File: src/hdl/trad_pkg.sv
// Package for the teletext row attribute decoder.
// Holds the word types, the attribute state type and the control code constants.
// It depends on nothing else.
package trad_pkg;

  // One input word: a character cell with its position and lookahead byte.
  typedef struct packed {
    logic [7:0] cell_code;
    logic [7:0] next_code;
    logic [5:0] column;
    logic [4:0] row_index;
    logic       row_start;
  } in_word_t;

  // One result word: what to draw for the cell.
  typedef struct packed {
    logic [6:0] glyph;
    logic [2:0] fg_color;
    logic [2:0] bg_color;
    logic       bg_transparent;
    logic       draw_mosaic;
    logic       separated;
    logic       double_height;
    logic       drawn;
  } out_word_t;

  // Serial attributes carried from cell to cell along a row.
  // Bit 3 of bg marks a transparent background.
  // Bit 0 of box is a pending start box, bit 1 a pending end box.
  typedef struct packed {
    logic [2:0] fg;
    logic [3:0] bg;
    logic       mosaic;
    logic       conceal;
    logic       separated;
    logic       dbl;
    logic       hold;
    logic [1:0] box;
    logic [6:0] held;
  } attr_state_t;

  // Configuration register indexes.
  typedef enum logic [1:0] {
    CFG_REVEAL_HIDDEN    = 2'd0,
    CFG_TRANSPARENT_MODE = 2'd1,
    CFG_SUBTITLE_MODE    = 2'd2,
    CFG_UNUSED           = 2'd3
  } cfg_index_t;

  // Character and control codes, bit 7 already stripped.
  localparam logic [6:0] CODE_SPACE       = 7'h20;
  localparam logic [6:0] CODE_END_BOX     = 7'h0a;
  localparam logic [6:0] CODE_START_BOX   = 7'h0b;
  localparam logic [6:0] CODE_NORMAL_SIZE = 7'h0c;
  localparam logic [6:0] CODE_DOUBLE_HGT  = 7'h0d;
  localparam logic [6:0] CODE_RESERVED_0E = 7'h0e;
  localparam logic [6:0] CODE_RESERVED_0F = 7'h0f;
  localparam logic [6:0] CODE_CONCEAL     = 7'h18;
  localparam logic [6:0] CODE_CONTIGUOUS  = 7'h19;
  localparam logic [6:0] CODE_SEPARATED   = 7'h1a;
  localparam logic [6:0] CODE_RESERVED_1B = 7'h1b;
  localparam logic [6:0] CODE_BLACK_BG    = 7'h1c;
  localparam logic [6:0] CODE_NEW_BG      = 7'h1d;
  localparam logic [6:0] CODE_HOLD        = 7'h1e;
  localparam logic [6:0] CODE_RELEASE     = 7'h1f;

  // Blast-through capitals: shown as text even in mosaic mode.
  localparam logic [6:0] BLAST_LOW  = 7'h40;
  localparam logic [6:0] BLAST_HIGH = 7'h5f;

  localparam logic [2:0] COLOUR_WHITE = 3'd7;
  localparam logic [3:0] BG_BLACK     = 4'h0;
  localparam logic [3:0] BG_TRANSP    = 4'h8;

  // Last header column that row 0 leaves undrawn; columns 0 to 7 are not drawn.
  localparam logic [5:0] HEADER_LAST_COL = 6'd7;

  // Attribute state at the start of a row with an opaque background.
  localparam attr_state_t ROW_DEFAULT = '{
    fg:        COLOUR_WHITE,
    bg:        BG_BLACK,
    mosaic:    1'b0,
    conceal:   1'b0,
    separated: 1'b0,
    dbl:       1'b0,
    hold:      1'b0,
    box:       2'b00,
    held:      CODE_SPACE
  };

endpackage

File: src/hdl/trad_cell.sv
// Per-cell attribute logic for the teletext row attribute decoder.
// Pure combinational: current attributes and one cell in, next attributes and result out.
// Depends on trad_pkg.
module trad_cell import trad_pkg::*; #(
  parameter int COLUMNS = 40,
  parameter int ROWS    = 26
) (
  input  attr_state_t state,
  input  in_word_t    cell_word,
  input  logic        reveal_hidden,
  input  logic        transparent_mode,
  input  logic        subtitle_mode,
  output attr_state_t state_next,
  output out_word_t   result
);

  localparam logic [6:0] LAST_COL = 7'(COLUMNS - 1);
  localparam logic [5:0] LAST_ROW = 6'(ROWS - 1);

  always_comb begin
    logic [6:0]  code;
    logic [6:0]  nxt;
    logic        drawn;
    logic        ctrl;
    logic [6:0]  glyph;
    logic        blast;
    attr_state_t s;

    code  = cell_word.cell_code[6:0];
    nxt   = cell_word.next_code[6:0];
    drawn = !((cell_word.row_index == 5'd0) && (cell_word.column <= HEADER_LAST_COL));
    ctrl  = 1'b0;
    glyph = CODE_SPACE;

    // Row start brings the attributes back to their defaults first.
    s = state;
    if (cell_word.row_start) begin
      s = ROW_DEFAULT;
      if (subtitle_mode || transparent_mode) begin
        s.bg = BG_TRANSP;
      end
    end

    if (drawn) begin
      // Boxes set on the previous cell take effect now; end box wins.
      if (s.box[0]) begin
        s.bg = BG_BLACK;
      end
      if (s.box[1]) begin
        s.bg = BG_TRANSP;
      end
      s.box = 2'b00;

      if (code < CODE_SPACE) begin
        ctrl = 1'b1;
        priority if (code[6:3] == 4'h0) begin
          // Alphanumeric colour.
          s.fg      = code[2:0];
          s.mosaic  = 1'b0;
          s.conceal = 1'b0;
        end else if (code[6:3] == 4'h2) begin
          // Mosaic colour.
          s.fg      = code[2:0];
          s.mosaic  = 1'b1;
          s.conceal = 1'b0;
        end else begin
          unique case (code)
            CODE_END_BOX:     s.box[1] = 1'b1;
            CODE_START_BOX: begin
              if (({1'b0, cell_word.column} < LAST_COL) && (nxt != CODE_START_BOX)) begin
                s.box[0] = 1'b1;
              end
            end
            CODE_NORMAL_SIZE: s.dbl = 1'b0;
            CODE_DOUBLE_HGT:  s.dbl = ({1'b0, cell_word.row_index} < LAST_ROW);
            CODE_CONCEAL:     s.conceal = 1'b1;
            CODE_CONTIGUOUS:  s.separated = 1'b0;
            CODE_SEPARATED:   s.separated = 1'b1;
            CODE_BLACK_BG:    s.bg = BG_BLACK;
            CODE_NEW_BG:      s.bg = {1'b0, s.fg};
            CODE_HOLD:        s.hold = 1'b1;
            CODE_RELEASE:     s.hold = 1'b0;
            CODE_RESERVED_0E, CODE_RESERVED_0F, CODE_RESERVED_1B: ctrl = 1'b0;
            default: ;
          endcase
        end
        // Under hold, a control cell repeats the last mosaic drawn.
        if (ctrl && s.hold && s.mosaic) begin
          glyph = s.held;
        end
      end else begin
        glyph = code;
        if (s.conceal && !reveal_hidden) begin
          glyph = CODE_SPACE;
        end
        if (s.mosaic && ((glyph < BLAST_LOW) || (glyph > BLAST_HIGH))) begin
          s.held = glyph;
        end
      end
    end

    blast = (glyph >= BLAST_LOW) && (glyph <= BLAST_HIGH);

    state_next            = s;
    result.glyph          = glyph;
    result.fg_color       = s.fg;
    result.bg_color       = s.bg[2:0];
    result.bg_transparent = transparent_mode || s.bg[3];
    result.draw_mosaic    = s.mosaic && !blast;
    result.separated      = s.separated;
    result.double_height  = s.dbl;
    result.drawn          = drawn;
  end

endmodule

File: src/hdl/teletext_row_attribute_decoder_top.sv
// Teletext Level 1 serial attribute decoder, one character cell per word.
// A result appears in the output register in the cycle after its cell is accepted.
// Throughput: one cell per cycle while the output is not stalled; the attribute update is
// a single combinational pass between the attribute registers and the output register.
// Reset (synchronous, rst high) clears the configuration and restores row default attributes.
module teletext_row_attribute_decoder_top import trad_pkg::*; #(
  parameter int COLUMNS = 40,
  parameter int ROWS    = 26
) (
  input  logic       clk,
  input  logic       rst,
  input  logic       in_valid,
  output logic       in_ready,
  input  in_word_t   in_data,
  output logic       out_valid,
  input  logic       out_ready,
  output out_word_t  out_data,
  input  logic       cfg_valid,
  output logic       cfg_ready,
  input  cfg_index_t cfg_index,
  input  logic       cfg_data
);

  logic        reveal_hidden;
  logic        transparent_mode;
  logic        subtitle_mode;
  attr_state_t state;
  attr_state_t state_next;
  out_word_t   result;
  logic        in_fire;

  // The output register frees itself in the cycle its word is taken.
  assign in_ready  = !out_valid || out_ready;
  assign in_fire   = in_valid && in_ready;
  assign cfg_ready = 1'b1;

  // Configuration registers.
  always_ff @(posedge clk) begin
    if (rst) begin
      reveal_hidden    <= 1'b0;
      transparent_mode <= 1'b0;
      subtitle_mode    <= 1'b0;
    end else if (cfg_valid) begin
      unique case (cfg_index)
        CFG_REVEAL_HIDDEN:    reveal_hidden    <= cfg_data;
        CFG_TRANSPARENT_MODE: transparent_mode <= cfg_data;
        CFG_SUBTITLE_MODE:    subtitle_mode    <= cfg_data;
        default: ;
      endcase
    end
  end

  trad_cell #(
    .COLUMNS(COLUMNS),
    .ROWS   (ROWS)
  ) u_cell (
    .state           (state),
    .cell_word       (in_data),
    .reveal_hidden   (reveal_hidden),
    .transparent_mode(transparent_mode),
    .subtitle_mode   (subtitle_mode),
    .state_next      (state_next),
    .result          (result)
  );

  // Attribute state moves on with every accepted cell.
  always_ff @(posedge clk) begin
    if (rst) begin
      state <= ROW_DEFAULT;
    end else if (in_fire) begin
      state <= state_next;
    end
  end

  // Output register.
  always_ff @(posedge clk) begin
    if (rst) begin
      out_valid <= 1'b0;
    end else if (in_ready) begin
      out_valid <= in_valid;
    end
  end

  always_ff @(posedge clk) begin
    if (in_fire) begin
      out_data <= result;
    end
  end

  // A header cell that does not start a row leaves the attributes alone.
  a_header_keeps_state: assert property (@(posedge clk) disable iff (rst)
    (in_fire && !in_data.row_start && (in_data.row_index == 5'd0) &&
     (in_data.column <= HEADER_LAST_COL)) |=> (state == $past(state)))
    else $error("header cell changed the attribute state");

  // Undrawn header cells always show a space.
  a_header_space: assert property (@(posedge clk) disable iff (rst)
    (out_valid && !out_data.drawn) |-> (out_data.glyph == CODE_SPACE))
    else $error("undrawn cell carries a glyph other than space");

  // Blast-through capitals are never drawn as mosaic.
  a_blast_text: assert property (@(posedge clk) disable iff (rst)
    (out_valid && out_data.draw_mosaic) |->
      ((out_data.glyph < BLAST_LOW) || (out_data.glyph > BLAST_HIGH)))
    else $error("blast-through capital flagged as mosaic");

  // A stalled result blocks further input.
  a_stall_blocks: assert property (@(posedge clk) disable iff (rst)
    (out_valid && !out_ready) |-> !in_ready)
    else $error("input accepted while the result register is full and stalled");

endmodule
File: config.mk
export PLATFORM = sky130hd
export DESIGN_NAME = teletext_row_attribute_decoder_top
export DESIGN_NICKNAME = d
export VERILOG_FILES = /design/src/hdl/trad_pkg.sv /design/src/hdl/trad_cell.sv /design/src/hdl/teletext_row_attribute_decoder_top.sv
export SDC_FILE = /design/constraint.sdc
export NUM_CORES = 1
export LEC_CHECK = 0
export ABC_AREA = 1
export BUFFER_PORTS_ARGS = -buffer_cell sky130_fd_sc_hd__buf_2
export CELL_PAD_IN_SITES_DETAIL_PLACEMENT = 1
export CELL_PAD_IN_SITES_GLOBAL_PLACEMENT = 1
export CORE_MARGIN = 10
export CORE_UTILIZATION = 38
export DETAILED_ROUTE_END_ITERATION = 6
export GPL_TIMING_DRIVEN = 0
export PLACE_DENSITY_LB_ADDON = 0.1
export SLEW_MARGIN = 10
export SYNTH_ARGS = -nofsm -noshare
export SYNTH_HDL_FRONTEND = slang
export SYNTH_SLANG_ARGS = --single-unit
File: constraint.sdc
create_clock -name clk -period 2.5 [get_ports clk]
set_clock_uncertainty 0.2 [all_clocks]
set_input_delay 0.5 -clock clk [delete_from_list [all_inputs] [get_ports clk]]
set_output_delay 0.5 -clock clk [all_outputs]
set_load 0.01 [all_outputs]
* After elaboration in Yosys (flattened, before gate mapping)
Cells that the tools add are included.
** Cells by class
- Add/sub/neg operators :: 0
- $mul :: 0
- Div/mod/pow operators :: 0
- Magnitude comparators :: 8
- Equality and inequality tests :: 18
- Shift-type cells :: 0
- Mux-type cells :: 40
- Bitwise gates (word level) :: 0
- Reductions and logical operators :: 24
** Operator list (number)
- == test 7 x 5 -> 1 bit (second input constant) :: 8
- 2-to-1 mux 7 bit :: 8
- == test 7 x 4 -> 1 bit (second input constant) :: 6
- 2-to-1 mux 21 bit :: 2
- 2-to-1 mux 4 bit :: 5
- 2-to-1 mux 5 bit :: 4
- 2-to-1 mux 14 bit :: 1
- 2-to-1 mux 1 bit :: 11
- logical AND 1 bit :: 9
- case mux 4 bit (2 select lines) :: 1
- >= comparator 7 bit (second input constant) :: 1
- greater-than comparator 7 bit (second input constant) :: 1
- <= comparator 7 bit (second input constant) :: 1
- less-than comparator 7 x 6 -> 1 bit (second input constant) :: 1
- less-than comparator 7 bit (second input constant) :: 1
- != test 7 x 4 -> 1 bit (second input constant) :: 1
- <= comparator 6 x 3 -> 1 bit (second input constant) :: 1
- less-than comparator 6 bit (second input constant) :: 1
- 2-to-1 mux 2 bit :: 3
- 2-to-1 mux 3 bit :: 2
- case mux 1 bit (2 select lines) :: 3
- AND reduction 2 bit :: 3
- logical NOT 5 bit :: 1
- less-than comparator 5 bit (second input constant) :: 1
- other kinds (8) :: 14
** Storage, ports and cells
- Register bits :: 43
- Bits in latches :: 0
- RAM bits :: 0
- ROM bits :: 0
- Input bits :: 36
- Output and inout port bits :: 21
- Logic and storage cells :: 111
- Memories kept :: 0

* Logic depth before layout (Yosys ltp)
Gate-level depths: netlist of run 1.
- Word-level depth :: 17
- Gate-level depth with buffers :: 11
- Gate-level depth less buffers :: 11

* By module
Synthesis of run 1 repeated with hierarchy kept, for this count alone.
** Unflattened totals
- Cell total of the unflattened synthesis :: 369
- Area, all modules :: 2615.0 um2
** Modules (own cells, without submodules)
- teletext_row_attribute_decoder_top :: instances 1, cells each 178, area an instance 1679.1 um2, seq. area each 1041.0 um2
- trad_cell :: instances 1, cells each 191, area an instance 935.9 um2, seq. area each 0.0 um2

* Least setup slack after synthesis of run 1
Ideal clock, no wire load.
- Kind :: input-to-reg
- From :: input out_ready
- To :: register, netlist name state[3]
- Setup time :: 0.110 ns
- Arrival :: 1.873 ns
- Data required time :: 2.190 ns
- Path slack :: 0.317 ns
- Cell stages on the path :: 8
- Path buffers :: 1
- Cell sequence :: inv_1 -> nand2_1 -> nand2_1 -> inv_1 -> clkbuf_1 -> o211ai_1 -> nand2_1 -> inv_1
** On the way
- Cells in the longest elaborated chain, start to end :: 2
** Ends and longest elaborated chain
- start: declaration :: RTL line teletext_row_attribute_decoder_top.sv:16 : input logic out_ready,
- logical OR 1 bit :: RTL line teletext_row_attribute_decoder_top.sv:33 : assign in_ready = !out_valid || out_ready;
- net in_ready :: RTL line teletext_row_attribute_decoder_top.sv:13 : output logic in_ready,
- logical AND 1 bit :: RTL line teletext_row_attribute_decoder_top.sv:34 : assign in_fire = in_valid && in_ready;
- net in_fire :: RTL line teletext_row_attribute_decoder_top.sv:30 : logic in_fire;
The timed path passes the listed nets, and every way through them passes these cells.
A chain may end at the register's enable or synchronous reset.

* Worst setup path after layout of run 1
- From :: register out_valid
- To :: register, netlist name state[3]
** On the way
- Cells in the longest elaborated chain, start to end :: 3
** Ends and longest elaborated chain
- start: declaration :: RTL line teletext_row_attribute_decoder_top.sv:15 : output logic out_valid,
- start signal: assignment :: RTL line teletext_row_attribute_decoder_top.sv:80 : out_valid <= in_valid;
- logical NOT 1 bit :: RTL line teletext_row_attribute_decoder_top.sv:33
- logical OR 1 bit :: RTL line teletext_row_attribute_decoder_top.sv:33
- logical AND 1 bit :: RTL line teletext_row_attribute_decoder_top.sv:34
- net in_fire :: RTL line teletext_row_attribute_decoder_top.sv:30
The timed path passes the listed nets, and every way through them passes these cells.

==> results of run 1 <==
==> registers in the layout, indices dropped and copies added, names as in the netlist <==
| name | count |
|---|---|
| out_data | 18 |
| out_valid | 1 |
| reveal_hidden | 1 |
| state | 21 |
| subtitle_mode | 1 |
| transparent_mode | 1 |
==> cells in the mapped netlist (all sizes together) <==
library cell	count	area share
nand2	75	0.12
inv	53	0.084
nor2	36	0.070
nand3	29	0.066
a21oi	26	0.059
o21ai	26	0.057
dfxtp	25	0.21
edfxtp	18	0.22
nor3	10	0.021
clkbuf	8	0.012
nand4	7	0.018
buf	6	0.019
o211ai	6	0.019
a31oi	3	0.0078
nor4	2	0.0052
conb	1	0.0016
nand3b	1	0.0047
or2	1	0.0026
==> worst paths after layout <==
check / start / to / slack [ns] / depth (start not counted)
max reg2reg: out_valid / state[3] / 0.53 / 7
min: subtitle_mode / subtitle_mode / 0.25 / 2
min reg2reg: subtitle_mode / subtitle_mode / 0.25 / 2
max: out_valid / state[3] / 0.53 / 7
==> layout make-up <==
cell class              count  area, µm²
repair buffers             51        255
flip-flops and latches     43       1040
clock inverters             1       30.0
inverters                  53        204
clock buffers               7       97.6
well taps                  75       93.8
plain buffers              14       76.3
fillers                   805       3170
multi-input cells         223       1100
==> metal layers <==
metal / vias to the layer above / global-route usage / part of all wire
li1: 1205 / - / -
met1: 1159 / 0.189 / 0.46
met2: 50 / 0.260 / 0.48
met3: 6 / 0.0436 / 0.049
met4: 0 / 0.0331 / 0.0086
met5: - / 0 / 0
==> power by group through the flow <==
stage	clock (mW)	sequential [mW]	combinational (mW)
after floorplan	0	0.820	0.159
after global placement	0	0.809	0.269
after detailed placement	0	0.810	0.278
after CTS	0.623	0.794	0.280
after global routing	0.645	0.799	0.314
final	0.606	0.794	0.278
==> worst max-delay path, stage by stage, from the launching register on <==
cell      delay, ns
dfxtp_1        0.32
nand2_1        0.09
nand2_1        0.20
inv_1          0.14
clkbuf_2       0.58
o211ai_1       0.20
nand2_1        0.10
inv_1          0.04
==> kinds of logic (layout without fill, tap and decap cells) <==
logic type | count (synthesis) | count (layout) | share of synthesized area
flops | 43 | 43 | 0.431
buf+inv | 67 | 126 | 0.115
other cells | 1 | 1 | 0.00155
simple gates | 161 | 161 | 0.310
compound gates | 61 | 61 | 0.142
==> cells in the final DEF, fill, tap and decap left out <==
cell type,n
a21oi_1,25
a21oi_4,1
a31oi_1,3
buf_2,54
buf_4,1
buf_6,2
bufinv_16,1
clkbuf_1,8
clkbuf_16,1
clkbuf_2,1
clkbuf_8,5
conb_1,1
dfxtp_1,25
edfxtp_1,18
inv_1,47
inv_2,5
inv_6,1
nand2_1,71
nand2_2,3
nand2_4,1
nand3_1,26
nand3_2,3
nand3b_2,1
nand4_1,7
nor2_1,32
nor2_2,1
nor2_4,2
nor2_8,1
nor3_1,10
nor4_1,2
o211ai_1,6
o21ai_0,16
o21ai_1,8
o21ai_2,2
or2_1,1
==> summary.md, run 1 <==
| Metric | Value |
|---|---|
| CP Capture Type | `flop` |
| Initial DRC count | `between 150 and 200` |
| Worst Hold Slack | `around 0.25 ns` |
| Hold buffers post-CTS | `0` |
| Final setup margin | `0.527 ns` |
| Clock transition at path regs | `0.08 ns` |
| Routed vias | `approximately 2400` |
| Final non-filler cell total | `~470` |
| Overall Global Routing Usage | `0.154` |
| Mapped Area | `roughly 2400 µm²` |
| Logic pwr share | `0.165` |
| GRT overflow | `0` |
| TritonCTS Buffers | `5` |
| Power share of the sequential group | `0.473` |
| Max FO, Critical Path | `27` |
| CTS tree | `done` |
| First-pass GRT wire length | `about 13 mm` |
| Initial antenna violation count | `0` |
| Number of global-route vias before repair | `2547` |
| Clock power share | `0.361` |
| Syn Inst Count | `around 330` |
| Internal | `about 1.2 mW` |
| Final ANT Viol Nets | `0` |
| CTS root buf | `clkbuf_8` |
| Fin crit share | `0.789` |
| Largest net degree at the start of global routing | `28` |
| Netlist cell types | `31` |
| WP data arrival | `1.97 ns` |
| CP Launch Type | `flop` |
| Pwr Density | `roughly 580 nW/µm²` |
| VDD IR-drop max | `roughly 310 µV` |
| Synth Register Bits | `43` |
| Fraction of layout cells with a size suffix above 1 | `0.219` |
| Overall routed net length | `approximately 7.6 mm` |
| DIE AREA | `approximately 10000 µm²` |
| DIE HEIGHT | `between 90 and 100 µm` |
| Max-cap viol count | `0` |
| Relative slew slack | `0.520` |
| Syn_nets | `369` |
| Pin slew with the least headroom to its limit | `around 0.72 ns` |
| Placed cell count | `459` |
| Final hold violation count | `0` |
| Postcts setup bufs | `0` |
| Htree depth | `2` |
| Post-cts sizing count | `0` |
| Mean area per synthesized cell | `between 7 and 8 µm²` |
| Core area | `6060 µm²` |
| Dpl hpwl | `5.66 mm` |
| CP Data Required Time | `roughly 2.5 ns` |
| Setup_tns | `0 ns` |
| Design Power | `around 1.7 mW` |
| Final core utilization | `0.477` |
| RSZ-0062 raised after global routing | `false` |
| Final Cell Area | `approximately 2900 µm²` |
| Worst hold-check path type | `reg -> reg` |
| Residual DRC | `0` |
| Final #Nets | `about 430` |
| Wire per inst | `~16 µm` |
| Status | `finished clean` |
| Vias per cell | `around 5.2` |
| Setup Crit Path Kind | `reg -> reg` |
| Final min period | `approximately 2.0 ns` |
| I/O Pins | `57` |
| PortBufs | `a little over 50` |
| Pre-CTS setup slack | `between 0.2 and 0.25 ns` |
| Num rows | `28` |
| Worst-skew pair later-pin latency | `0.30 ns` |
| TritonRoute pass-1 iters | `4` |
| Sw Pwr | `0.443 mW` |
| Setup violators final | `0` |
| Sequential share of the synthesized area | `0.431` |
| Max Slew Vio Count | `0` |
| Layout area overhead | `19.8%` |
| Fmax | `0.507 GHz` |
| Sw Share | `0.264` |
| Routability cong. | `approximately 0.81` |
| Clock buffer depth | `2` |
| Leak | `between 1 and 1.5 nW` |
| Die W | `between 90 and 100 µm` |
| Ys Warns | `0` |
| Antenna Diode Count | `0` |
| CTS Sinks | `43` |
| Post-DP Area | `approximately 2800 µm²` |
| Initial Util | `0.399` |
No activity file was read; power rests on OpenSTA's default activity.
==> run 2, diff against run 1 <==
Settings changed: ABC_AREA 1 to 0, CORE_UTILIZATION 38 to 36.
Clock period 2.5 ns to 1.6 ns, I/O delays scaled along.
==> run 2 against run 1 <==
Net effect: the run now ends with negative setup slack left; total power increased by 36%; highest routed layer unchanged; cell count fell by 18%; critical endpoint is now out_data[11]; combinational power rose by 46%; register-to-register slack got worse by 0.57 ns; routed wire length fell by 4.8%; largest power group unchanged; cell area grew 11%; utilization up 7.1 points; die area down 4.0%.
==> summary.md, run 2 <==
| Metric | Value |
|---|---|
| Status | `finished with violations` |
| Violated checks | `negative setup slack` |
| Dpl hpwl | `roughly 4.8 mm` |
| Final hold violation count | `0` |
| Final min period | `1.77 ns` |
| WP data arrival | `about 1.6 ns` |
| Worst reg2reg startpoint | `reveal_hidden` |
| Synth Area in Adders | `0` |
| I/O Pins | `57` |
| Top reg by flops | `state` |
| CP Data Required Time | `between 1 and 1.5 ns` |
| Mean area per synthesized cell | `around 9.9 µm²` |
| Xor/xnor share of the synthesized area | `0` |
| Asr flop ratio synth | `0` |
| Critical-path top delay cell | `or3_4` |
| Die W | `just under 100 µm` |
| Post-synthesis mux area share | `0.0242` |
| Final ANT Viol Nets | `0` |
| Synth Register Bits | `43` |
| Routed vias | `2084` |
| Final #Nets | `343` |
| Number of flops mapped to enable cells by yosys | `18` |
| Initial antenna violation count | `0` |
| Worst-skew pair later-pin latency | `0.30 ns` |
| Initial Util | `0.370` |
| Pin slew with the least headroom to its limit | `about 0.59 ns` |
| TritonCTS Buffers | `5` |
| Vias per cell | `5.44` |
| Syn Inst Count | `220` |
| CP peak stage delay | `~0.35 ns` |
| Htree depth | `2` |
| FF-to-FF End | `out_data[17]` |
| Setup_tns | `-1.71 ns` |
| Max Slew Vio Count | `0` |
| Antenna Diode Count | `0` |
| Worst Hold Slack | `between 0.09 and 0.1 ns` |
| Clock buffer depth | `2` |
| Number of global-route vias before repair | `2143` |
| Commonest non-fill, non-tap cell in the layout | `buf_2` |
| Design Power | `~2.3 mW` |
| Top cells by count, synth | `dfxtp_1, nor2_1, edfxtp_1` |
| Largest net degree at the start of global routing | `27` |
| Post-synth top area share | `0.248` |
| Max FO, Critical Path | `7` |
| Synth Area in Compound Gates | `0.223` |
| Pwr Density | `slightly above 700 nW/µm²` |
| Fraction of layout cells with a size suffix above 1 | `0.438` |
| Commonest non-fill, non-tap cells in the layout | `buf_2, buf_4, nor2_1` |
| CP Capture Type | `flop` |
| Core area | `approximately 6000 µm²` |
| Relative slew slack | `0.605` |
| Max-cap viol count | `0` |
| Syn_nets | `around 260` |
| Mapped Area | `2180 µm²` |
| Residual DRC | `0` |
| Netlist cell types | `between 50 and 60` |
| Leading area contributor after synthesis | `edfxtp_1` |
| Largest register FFs | `21` |
| Fmax | `about 0.56 GHz` |
| CTS root buf | `clkbuf_8` |
| Synth Flop Type | `dfxtp_1` |
| Initial DRC count | `82` |
| Final setup margin | `-0.171 ns` |
| Routability cong. | `a little over 0.8` |
| Setup violators final | `16` |
| Ys Warns | `0` |
| Post-synthesis simple-gate area fraction | `0.230` |
| Wire per inst | `18.8 µm` |
| End point of the critical path | `out_data[11]` |
| Synth top area cells | `edfxtp_1, dfxtp_1, nor2_1, a21oi_1, o21ai_0` |
| CTS Sinks | `43` |
| Main combinational cell family by area after synthesis | `simple AND/OR/NAND/NOR gates` |
| GRT overflow | `0` |
| Num rows | `28` |
| DIE HEIGHT | `just under 100 µm` |
| Overall Global Routing Usage | `0.142` |
| CP Launch Type | `primary input` |
| Setup Crit Path Kind | `in -> reg` |
| Clock transition at path regs | `roughly 0.08 ns` |
| Leak | `1.25 nW` |
| TritonRoute pass-1 iters | `4` |
| Sequential share of the synthesized area | `0.478` |
| Cells on Worst Hold Path | `2` |
| Largest regs | `state (21), out_data (18)` |
| Fin crit share | `1.11` |
| Register-to-register setup slack | `-0.04 ns` |
| RSZ-0062 raised after global routing | `true` |
| Worst setup startpoint | `in_data[23]` |
| Layout area overhead | `48.2%` |
| Worst hold-check path type | `in -> reg` |
| DIE AREA | `9550 µm²` |
| CTS tree | `done` |
| Overall routed net length | `slightly above 7 mm` |
| Final core utilization | `0.548` |
| First-pass GRT wire length | `around 11 mm` |
| Worst R2R Path Depth | `4` |
| Sequence of cells on the critical path | `buf_4, or3_4, mux2_4, o211ai_4, a21oi_4, a32o_1` |
| PortBufs | `51` |
| VDD IR-drop max | `around 390 µV` |
==> run 2: cell count changes after synthesis, sizes merged, moves of 6 or more <==
cell,change
inv,-48
nand2,-62
nand3,-25
a21oi,-11
nand2b,+7
or3,+6
a22o,+6
nand4,-7
nor2,-11
o21ai,-9
==> run 2: kinds of logic after synthesis <==
| group | count (synthesis) |
|---|---|
| simple gates | 85 |
| compound gates | 67 |
| flops | 43 |
| buf+inv | 19 |
| mux | 5 |
| other cells | 1 |
==> run 2: through the flow <==
stage,setup slack [ns],area [µm²],cells
floorplan,-0.308,2250,220
global placement,-0.646,2600,346
detailed placement,-0.616,2600,346
CTS,-0.143,3030,375
global route,-0.229,3230,383
finish,-0.171,3230,383
==> run 2: timing repair <==
action / CTS / global route
resized for setup: 35 / 27
setup buffers: 21 / 8
pin swaps: 29 / 14
hold buffers: 0 / 0
endpoints found under the setup margin: 31 / 31
gates cloned: 0 / 1
==> run 2: worst min path at each step <==
stage,startpoint,endpoint,slack [ns]
6_report,in_data[22],state[2],0.09
5_1_grt,in_data[22],state[2],0.1
4_1_cts,in_data[22],state[2],0.08
3_5_place_dp,state[9],state[9],0.26
3_3_place_gp,state[9],state[9],0.25
2_1_floorplan,state[5],state[5],0.24
==> run 2: worst max-delay path, delay by kind of cell <==
| kind | cells | cell delay [ns] |
|---|---|---|
| AO/OA/AOI/OAI | 3 | 0.47 |
| buffers and inverters | 1 | 0.15 |
| AND/OR/NAND/NOR | 1 | 0.35 |
| multiplexers | 1 | 0.33 |
==> run 2: layout make-up <==
cell class,count,area [µm²]
Buffer,13,131
Clock buffer,6,72.6
Clock inverter,2,12.5
Fill cell,686,2660
Inverter,5,36.3
Multi-Input combinational cell,158,1240
Sequential cell,43,1040
Tap cell,75,93.8
Timing Repair Buffer,81,593
==> run 2: power breakdown <==
| part | switching [mW] | total (mW) | leakage, nW | internal, mW |
|---|---|---|---|---|
| Combinational | 0.227 | 0.406 | 0.836 | 0.178 |
| Clock | 0.385 | 0.691 | 0.0412 | 0.306 |
| Sequential | 0.0113 | 1.19 | 0.373 | 1.18 |
| Total | 0.624 | 2.28 | 1.25 | 1.66 |
==> run 2: per-layer routing <==
| metal | up-vias | wire length [µm] | track usage |
|---|---|---|---|
| li1 | 1005 | - | - |
| met1 | 1019 | 3050 | 0.177 |
| met2 | 54 | 3600 | 0.234 |
| met3 | 6 | 501 | 0.0451 |
| met4 | 0 | 65 | 0.0324 |
| met5 | - | 0 | 0 |
